[src/rtl/srs_pkg.sv]
// Sensor reading statistics: shared types and constants.
// Payload structs, command/status structs, register indexes and reset values.
// No dependencies.
package srs_pkg;

  localparam int TEMP_W = 15;
  localparam int CNT_W  = 8;
  localparam int SUM_W  = 23;
  localparam int NUM_BANDS = 4;

  localparam int STEP_W    = $clog2(SUM_W);
  localparam int DIV_STEPS = SUM_W;

  localparam int ADDR_W = 4;
  localparam int DATA_W = 32;

  localparam logic [1:0] REG_ALARM_LEVEL = 2'd0;
  localparam logic [1:0] REG_NORMAL      = 2'd1;
  localparam logic [1:0] REG_WARNING     = 2'd2;
  localparam logic [1:0] REG_CRITICAL    = 2'd3;

  localparam logic [TEMP_W-1:0] ALARM_LEVEL_RST = 15'd720;
  localparam logic [TEMP_W-1:0] NORMAL_RST      = 15'd400;
  localparam logic [TEMP_W-1:0] WARNING_RST     = 15'd640;
  localparam logic [TEMP_W-1:0] CRITICAL_RST    = 15'd960;

  typedef struct packed {
    logic signed [15:0] reading;
    logic               last_reading;
  } in_t;

  typedef struct packed {
    logic [TEMP_W-1:0] min_temp;
    logic [TEMP_W-1:0] max_temp;
    logic [TEMP_W-1:0] avg_temp;
    logic [CNT_W-1:0]  normal_count;
    logic [CNT_W-1:0]  warning_count;
    logic [CNT_W-1:0]  critical_count;
    logic [CNT_W-1:0]  shutdown_count;
    logic [CNT_W-1:0]  skipped_count;
    logic [CNT_W-1:0]  valid_count;
    logic [CNT_W-1:0]  first_alarm_index;
    logic              alarm_seen;
    logic              no_valid;
  } out_t;

  typedef struct packed {
    logic [TEMP_W-1:0] alarm_level;
    logic [TEMP_W-1:0] normal_limit;
    logic [TEMP_W-1:0] warning_limit;
    logic [TEMP_W-1:0] critical_limit;
  } cfg_t;

  // controller -> datapath
  typedef struct packed {
    logic accept;    // fold the reading into the run
    logic start;     // snapshot run, load divider, clear run
    logic step;      // one divider iteration
    logic load_out;  // move summary to the output register
  } srs_cmd_t;

  // handshake state seen by the controller
  typedef struct packed {
    logic in_valid;
    logic in_last;
    logic out_busy;
  } srs_sts_t;

endpackage

[src/rtl/sensor_reading_statistics_unit.sv]
// Sensor reading statistics unit: run min/max/mean, band histogram, alarm index.
// Non-closing readings are taken one per cycle unless a closing reading is in
// progress. A closing reading holds the input through the snapshot, a 23-step
// serial divider and output load; the load waits if the previous summary is unread.
// Reset (synchronous, active low) clears the run, empties the output register and
// restores limits to 720/400/640/960.
module sensor_reading_statistics_unit #(
  parameter int MAX_READINGS = 255
) (
  input  logic                        clk,
  input  logic                        rst_n,
  input  logic                        in_valid,
  output logic                        in_stall,
  input  srs_pkg::in_t                in_item,
  output logic                        out_valid,
  input  logic                        out_stall,
  output srs_pkg::out_t               out_item,
  input  logic                        psel,
  input  logic                        penable,
  input  logic                        pwrite,
  input  logic [srs_pkg::ADDR_W-1:0]  paddr,
  input  logic [srs_pkg::DATA_W-1:0]  pwdata,
  output logic [srs_pkg::DATA_W-1:0]  prdata,
  output logic                        pready
);
  import srs_pkg::*;

  cfg_t     cfg_r;
  srs_cmd_t cmd;
  srs_sts_t sts;
  out_t     result;
  out_t     out_r;
  logic     out_valid_r;
  logic     wr_en;
  logic [TEMP_W-1:0] rd_val;

  assign pready = 1'b1;
  assign wr_en  = psel && penable && pwrite && pready;

  always_ff @(posedge clk) begin
    if (!rst_n) begin
      cfg_r.alarm_level    <= ALARM_LEVEL_RST;
      cfg_r.normal_limit   <= NORMAL_RST;
      cfg_r.warning_limit  <= WARNING_RST;
      cfg_r.critical_limit <= CRITICAL_RST;
    end else if (wr_en) begin
      unique case (paddr[3:2])
        REG_ALARM_LEVEL: cfg_r.alarm_level    <= pwdata[TEMP_W-1:0];
        REG_NORMAL:      cfg_r.normal_limit   <= pwdata[TEMP_W-1:0];
        REG_WARNING:     cfg_r.warning_limit  <= pwdata[TEMP_W-1:0];
        REG_CRITICAL:    cfg_r.critical_limit <= pwdata[TEMP_W-1:0];
        default: ;
      endcase
    end
  end

  always_comb begin
    unique case (paddr[3:2])
      REG_ALARM_LEVEL: rd_val = cfg_r.alarm_level;
      REG_NORMAL:      rd_val = cfg_r.normal_limit;
      REG_WARNING:     rd_val = cfg_r.warning_limit;
      REG_CRITICAL:    rd_val = cfg_r.critical_limit;
      default:         rd_val = '0;
    endcase
  end

  assign prdata = DATA_W'(rd_val);

  assign sts.in_valid = in_valid;
  assign sts.in_last  = in_item.last_reading;
  assign sts.out_busy = out_valid_r && out_stall;

  srs_ctrl u_ctrl (
    .clk      (clk),
    .rst_n    (rst_n),
    .sts      (sts),
    .cmd      (cmd),
    .in_stall (in_stall)
  );

  srs_dp #(
    .MAX_READINGS (MAX_READINGS)
  ) u_dp (
    .clk    (clk),
    .rst_n  (rst_n),
    .cmd    (cmd),
    .item   (in_item),
    .cfg    (cfg_r),
    .result (result)
  );

  // output register, freed when the summary is taken
  always_ff @(posedge clk) begin
    if (!rst_n) begin
      out_valid_r <= 1'b0;
    end else if (cmd.load_out) begin
      out_valid_r <= 1'b1;
    end else if (out_valid_r && !out_stall) begin
      out_valid_r <= 1'b0;
    end
  end

  always_ff @(posedge clk) begin
    if (cmd.load_out) begin
      out_r <= result;
    end
  end

  assign out_valid = out_valid_r;
  assign out_item  = out_r;

endmodule

[src/rtl/srs_ctrl.sv]
// Sensor reading statistics: controller state machine.
// Sequences accumulate, snapshot, serial divide and output load.
// Depends on srs_pkg.
module srs_ctrl (
  input  logic              clk,
  input  logic              rst_n,
  input  srs_pkg::srs_sts_t sts,
  output srs_pkg::srs_cmd_t cmd,
  output logic              in_stall
);
  import srs_pkg::*;

  typedef enum logic [1:0] {
    S_IDLE,
    S_START,
    S_DIV,
    S_DONE
  } state_t;

  state_t            state_r, state_nxt;
  logic [STEP_W-1:0] step_r, step_nxt;

  always_comb begin
    state_nxt = state_r;
    step_nxt  = step_r;
    cmd       = '0;
    unique case (state_r)
      S_IDLE: begin
        cmd.accept = sts.in_valid;
        if (sts.in_valid && sts.in_last) begin
          state_nxt = S_START;
        end
      end
      S_START: begin
        cmd.start = 1'b1;
        step_nxt  = '0;
        state_nxt = S_DIV;
      end
      S_DIV: begin
        cmd.step = 1'b1;
        step_nxt = step_r + 1'b1;
        if (step_r == STEP_W'(DIV_STEPS - 1)) begin
          state_nxt = S_DONE;
        end
      end
      S_DONE: begin
        if (!sts.out_busy) begin
          cmd.load_out = 1'b1;
          state_nxt    = S_IDLE;
        end
      end
      default: state_nxt = S_IDLE;
    endcase
  end

  assign in_stall = (state_r != S_IDLE);

  always_ff @(posedge clk) begin
    if (!rst_n) begin
      state_r <= S_IDLE;
      step_r  <= '0;
    end else begin
      state_r <= state_nxt;
      step_r  <= step_nxt;
    end
  end

endmodule

[src/rtl/srs_dp.sv]
// Sensor reading statistics: datapath.
// Run accumulators, band counters, alarm capture and restoring divider.
// Depends on srs_pkg.
module srs_dp #(
  parameter int MAX_READINGS = 255
) (
  input  logic              clk,
  input  logic              rst_n,
  input  srs_pkg::srs_cmd_t cmd,
  input  srs_pkg::in_t      item,
  input  srs_pkg::cfg_t     cfg,
  output srs_pkg::out_t     result
);
  import srs_pkg::*;

  localparam int COUNT_CAP = (MAX_READINGS < 255) ? MAX_READINGS : 255;
  localparam logic [CNT_W-1:0] CAP = CNT_W'(COUNT_CAP);

  // run state
  logic [TEMP_W-1:0] min_r, max_r;
  logic [SUM_W-1:0]  sum_r;
  logic [CNT_W-1:0]  valid_r, skipped_r, alarm_idx_r;
  logic              alarm_r;
  logic [CNT_W-1:0]  band_r [NUM_BANDS];

  // snapshot of a closed run and divider
  logic [TEMP_W-1:0] h_min_r, h_max_r;
  logic [CNT_W-1:0]  h_valid_r, h_skipped_r, h_alarm_idx_r;
  logic              h_alarm_r;
  logic [CNT_W-1:0]  h_band_r [NUM_BANDS];
  logic [SUM_W-1:0]  dvd_r;
  logic [CNT_W-1:0]  rem_r;

  logic [TEMP_W-1:0] r;
  logic              neg, take;
  logic [1:0]        band;
  logic [CNT_W:0]    rem_sh, rem_diff;
  logic              q_bit;

  assign neg  = item.reading[15];
  assign r    = item.reading[TEMP_W-1:0];
  assign take = cmd.accept && !neg && (valid_r < CAP);

  always_comb begin
    priority if (r < cfg.normal_limit) begin
      band = 2'd0;
    end else if (r < cfg.warning_limit) begin
      band = 2'd1;
    end else if (r < cfg.critical_limit) begin
      band = 2'd2;
    end else begin
      band = 2'd3;
    end
  end

  assign rem_sh   = {rem_r, dvd_r[SUM_W-1]};
  assign rem_diff = rem_sh - {1'b0, h_valid_r};
  assign q_bit    = (rem_sh >= {1'b0, h_valid_r});

  always_ff @(posedge clk) begin
    if (!rst_n || cmd.start) begin
      min_r       <= '0;
      max_r       <= '0;
      sum_r       <= '0;
      valid_r     <= '0;
      skipped_r   <= '0;
      alarm_idx_r <= '0;
      alarm_r     <= 1'b0;
      for (int i = 0; i < NUM_BANDS; i++) begin
        band_r[i] <= '0;
      end
    end else begin
      if (cmd.accept && neg && (skipped_r < CAP)) begin
        skipped_r <= skipped_r + 1'b1;
      end
      if (take) begin
        if (valid_r == '0 || r < min_r) min_r <= r;
        if (valid_r == '0 || r > max_r) max_r <= r;
        sum_r   <= sum_r + SUM_W'(r);
        valid_r <= valid_r + 1'b1;
        for (int i = 0; i < NUM_BANDS; i++) begin
          if (band == 2'(i)) band_r[i] <= band_r[i] + 1'b1;
        end
        if (!alarm_r && r >= cfg.alarm_level) begin
          alarm_r     <= 1'b1;
          alarm_idx_r <= valid_r + 1'b1;
        end
      end
    end
  end

  always_ff @(posedge clk) begin
    if (cmd.start) begin
      h_min_r       <= min_r;
      h_max_r       <= max_r;
      h_valid_r     <= valid_r;
      h_skipped_r   <= skipped_r;
      h_alarm_idx_r <= alarm_idx_r;
      h_alarm_r     <= alarm_r;
      for (int i = 0; i < NUM_BANDS; i++) begin
        h_band_r[i] <= band_r[i];
      end
      dvd_r <= sum_r;
      rem_r <= '0;
    end else if (cmd.step) begin
      // restoring division, one quotient bit per cycle
      rem_r <= q_bit ? rem_diff[CNT_W-1:0] : rem_sh[CNT_W-1:0];
      dvd_r <= {dvd_r[SUM_W-2:0], q_bit};
    end
  end

  always_comb begin
    result.no_valid          = (h_valid_r == '0);
    result.min_temp          = result.no_valid ? '0 : h_min_r;
    result.max_temp          = result.no_valid ? '0 : h_max_r;
    result.avg_temp          = result.no_valid ? '0 : dvd_r[TEMP_W-1:0];
    result.normal_count      = h_band_r[0];
    result.warning_count     = h_band_r[1];
    result.critical_count    = h_band_r[2];
    result.shutdown_count    = h_band_r[3];
    result.skipped_count     = h_skipped_r;
    result.valid_count       = h_valid_r;
    result.first_alarm_index = h_alarm_idx_r;
    result.alarm_seen        = h_alarm_r;
  end

endmodule

[config.mk]
export PLATFORM = sky130hd
export DESIGN_NAME = sensor_reading_statistics_unit
export DESIGN_NICKNAME = d
export VERILOG_FILES = /design/src/rtl/srs_pkg.sv /design/src/rtl/sensor_reading_statistics_unit.sv /design/src/rtl/srs_ctrl.sv /design/src/rtl/srs_dp.sv
export SDC_FILE = /design/constraint.sdc
export NUM_CORES = 1
export LEC_CHECK = 0
export BUFFER_PORTS_ARGS = -buffer_cell sky130_fd_sc_hd__clkbuf_2
export CAP_MARGIN = 5
export CORE_ASPECT_RATIO = 0.9
export CORE_UTILIZATION = 60
export CTS_CLUSTER_SIZE = 28
export DETAILED_ROUTE_END_ITERATION = 10
export GPL_TIMING_DRIVEN = 0
export PLACE_DENSITY = 0.86
export SYNTH_ARGS = -nofsm -noshare
export SYNTH_HDL_FRONTEND = slang
export SYNTH_HIERARCHICAL = 1
export SYNTH_SLANG_ARGS = --single-unit
[constraint.sdc]
create_clock -name clk -period 9.7 [get_ports clk]
set_input_delay 0.485 -clock clk [delete_from_list [all_inputs] [get_ports clk]]
set_output_delay 0.485 -clock clk [all_outputs]
set_load 0.05 [all_outputs]
==> flow_summary.ini <==
[pwr]
p_per_area_mw_per_mm2 = 240.0
p_total_mw = 5.209
p_leak_nw = 8.656
ir_drop_v = 0.0001497

[logic_synthesis]
synthMuxAreaShare_pct = 8.110
ys_ff_latch = 399
ys.flop_type = edfxtp_1
synth_cell_types = 84
ys_top_cells_by_count = edfxtp_1 (245), nand2_1 (173), dfxtp_1 (154), ha_1 (123), inv_1 (118)
synth-edff-count = 245
synthSimpleGateAreaFrac_pct = 12.63
yosys_warnings = 6
synth-compound-area-share_pct = 7.812
yosys.area_share.xor_xnor_pct = 2.732
yosysTopAreaCell = edfxtp_1
synth_top_family_by_area = simple AND/OR/NAND/NOR gates
syn_avg_cell_area_um2 = 11.66
syn-cell-area_mm2 = 0.01892
synthArstFlopShare_pct = 0
syn_inst = 1622
synthTopCellsByArea = edfxtp_1 (39%), dfxtp_1 (16%), ha_1 (8.1%)
seq_area_frac_synth_pct = 55.19
synth.most_common_cell = edfxtp_1
synth_top_area_share_pct = 38.89
synthAdderAreaFrac_pct = 8.348

[floorplanning]
num_rows = 61
start_util_pct = 61.04
io_pins = 198
core_mm2 = 0.03099
die_h_um = 170.4
dieWidth_um = 189.2
dieArea_mm2 = 0.03224

[cells_and_area]
register_area_mm2 = 0.01044
layout.nets = 2029
final_util_pct = 70.04
drive_gt1_share_pct = 18.17
fill_cells = 2227
syn2layout_area_growth_pct = 14.74
final_area_mm2 = 0.02170
multi_input_area_mm2 = 0.007584
n_antenna_cell = 0

[sta]
period_needed_ns = 3.751
setup_violations = 0
finClkSkew_ns = 0.02187
grt_setup_unrepaired = no
max_freq_ghz = 0.2666
slew_viol_final = 0
post-route-period-util_pct = 38.67
hold_slack_ns = 0.2254
slew_headroom_pct = 21.86
worst_slew_pin_slew_ns = 1.160
hold_violations = 0
totalNegativeSetupSlack_ns = 0

[global_routing]
grt_start_max_net_pins = 49
use_met1_pct = 35.37
antenna_found_initial = 0
grt.busiest_layer = met2
use_met2_pct = 45.30
grt_pass1_wl_mm = 68.75
grt-ovfl-total = 0
grt_pass1_vias = 13100
grtUsageMet3_pct = 4.372
globalRouteTotalUtil_pct = 27.26

[cts]
cts-resized-gates = 0
root_buffer = clkbuf_16
post-cts-setup-buffers = 0
cts.sinks = 399
cts.clk_slew.worst_paths_ns = 0.06
cts_made_buffers = 42
cts_tree = yes
clk_latency_ns = 0.53
cts_max_path_buffers = 3
h-tree-depth = 2
ctsHoldBuffers = 0

[detailed_routing]
vias_per_cell = 5.839
vias = 13350
drt-initial-drc-count = 1083
ant_nets = 0
drt_wl_total_mm = 43.72
firstDrtPassIters = 5
drc = 0
wl_per_cell_um = 19.13

[setup_path]
path_buf_inv = 5
path_cells = inv_1 > ha_4 > clkbuf_1 > nor2b_1 > clkbuf_1 > buf_2 > clkbuf_1 > o21ai_0
slowest_stage = o21ai_0
critPathLaunch = u_ctrl/state_r[1]$_SDFFE_PN0P_
critPathKind = flip-flop to flip-flop
start_kind = flip-flop
cp.required_ns = 9.80
timing.rr.start = u_ctrl/state_r[1]$_SDFFE_PN0P_
rr_endpoint = u_dp/band_r[0][2]$_SDFFCE_PN0P_
endpoint = u_dp/band_r[0][2]$_SDFFCE_PN0P_
critical_path_cell_count = 8
reg2regPathDepth = 8
r2r_slack_ns = 5.95
cp_slowest_stage_delay_ns = 0.64
cp_top_family = buffers and inverters
critPathMaxFanout = 41
worst_ep_arrival_time_ns = 3.85
crit_path_end_kind = flip-flop
path_common_cell = clkbuf_1

[min_path]
hp-class = input pin to flip-flop

[placed_design]
place.gp.congestion = 0.9339
hpwl_mm = 30.69
dpl_cell_area_mm2 = 0.02039
numPortBuffers = 158

[flow_run]
cap_violations = 0

[run_status]
outcome = finished clean
==> registers in the layout, indices dropped and copies added, names as in the netlist, 23 cells and up <==
register	cells
u_dp/dvd_r	23
u_dp/band_r	32
u_dp/sum_r	23
u_dp/h_band_r	32
out_item	103
cfg_r	60
==> worst min-delay path by stage <==
stage	end	depth (start not counted)	start	slack [ns]
after floorplan	out_item[18]$_DFFE_PP_	0	u_dp/h_skipped_r[0]$_DFFE_PP_	0.40
after global placement	out_item[40]$_DFFE_PP_	0	u_dp/h_band_r[2][6]$_DFFE_PP_	0.40
after detailed placement	out_item[51]$_DFFE_PP_	0	u_dp/h_band_r[0][1]$_DFFE_PP_	0.40
after CTS	cfg_r[39]$_SDFFE_PN0P_	3	pwdata[9]	0.21
after global routing	cfg_r[39]$_SDFFE_PN0P_	3	pwdata[9]	0.22
final	cfg_r[39]$_SDFFE_PN0P_	3	pwdata[9]	0.23
==> where the power goes <==
part	internal, mW	leakage [nW]	switching, mW
clock network	0.895	0.651	0.639
registers	2.24	3.58	0.159
logic	0.440	4.42	0.834
total	3.58	8.66	1.63
==> worst reg2reg max path: stages, from the launching register on <==
cell and delay (ns):
dfxtp_1 0.38, inv_1 0.11, ha_4 0.36, clkbuf_1 0.32, nor2b_1 0.15, clkbuf_1 0.37
buf_2 0.36, clkbuf_1 0.61, o21ai_0 0.65
==> cells by family after synthesis <==
kind of cell | Yosys count
AOI/OAI and AO/OA | 229
xor gates and xnor gates | 59
adders and majority gates | 125
buffers and inverters | 201
DFF | 399
muxes | 130
other | 2
and+or+nand+nor | 477
==> area by class of cell <==
class,count,area share (%)
buffer,83,2.439
clock buffer,50,5.125
clock inverter,27,0.9109
inverter,118,2.041
multi-input combinational,1038,34.94
sequential,399,48.10
tap,409,2.358
timing repair buffer,162,4.082
==> through the flow <==
stage | cells | setup WS [ns]
final | 2286 | 5.949
after global routing | 2286 | 5.702
after CTS | 2286 | 6.007
after detailed placement | 2209 | 5.845
after global placement | 2205 | 2.027
after floorplan | 1638 | 3.802
==> cells in the final DEF (no fill, tap or decap), types with 9 or more instances in the layout <==
master,instances
a21o_1,19
o21ai_0,45
mux2i_1,91
ha_1,122
conb_1,18
mux2_2,24
xor2_1,32
nor3_1,9
clkbuf_2,159
nor2_1,73
nand4_1,24
a21oi_1,83
mux4_2,11
buf_4,26
buf_2,11
and2_1,49
nand3_1,52
clkinv_2,10
nor2b_1,30
inv_1,118
nand2_1,173
xnor2_1,27
dfxtp_1,154
clkbuf_1,37
clkinv_1,13
clkbuf_16,43
and3_1,14
nor3_2,9
edfxtp_1,245
==> per-layer routing <==
metal  vias up  wire [um]  share of wire (%)
li1       6194          -                  -
met5         -          0                  0
met3       130       3095                7.1
met2       588      20640                 47
met1      6435      18230                 42
met4         0       1757                4.0
(Power assumes the default switching activity.)
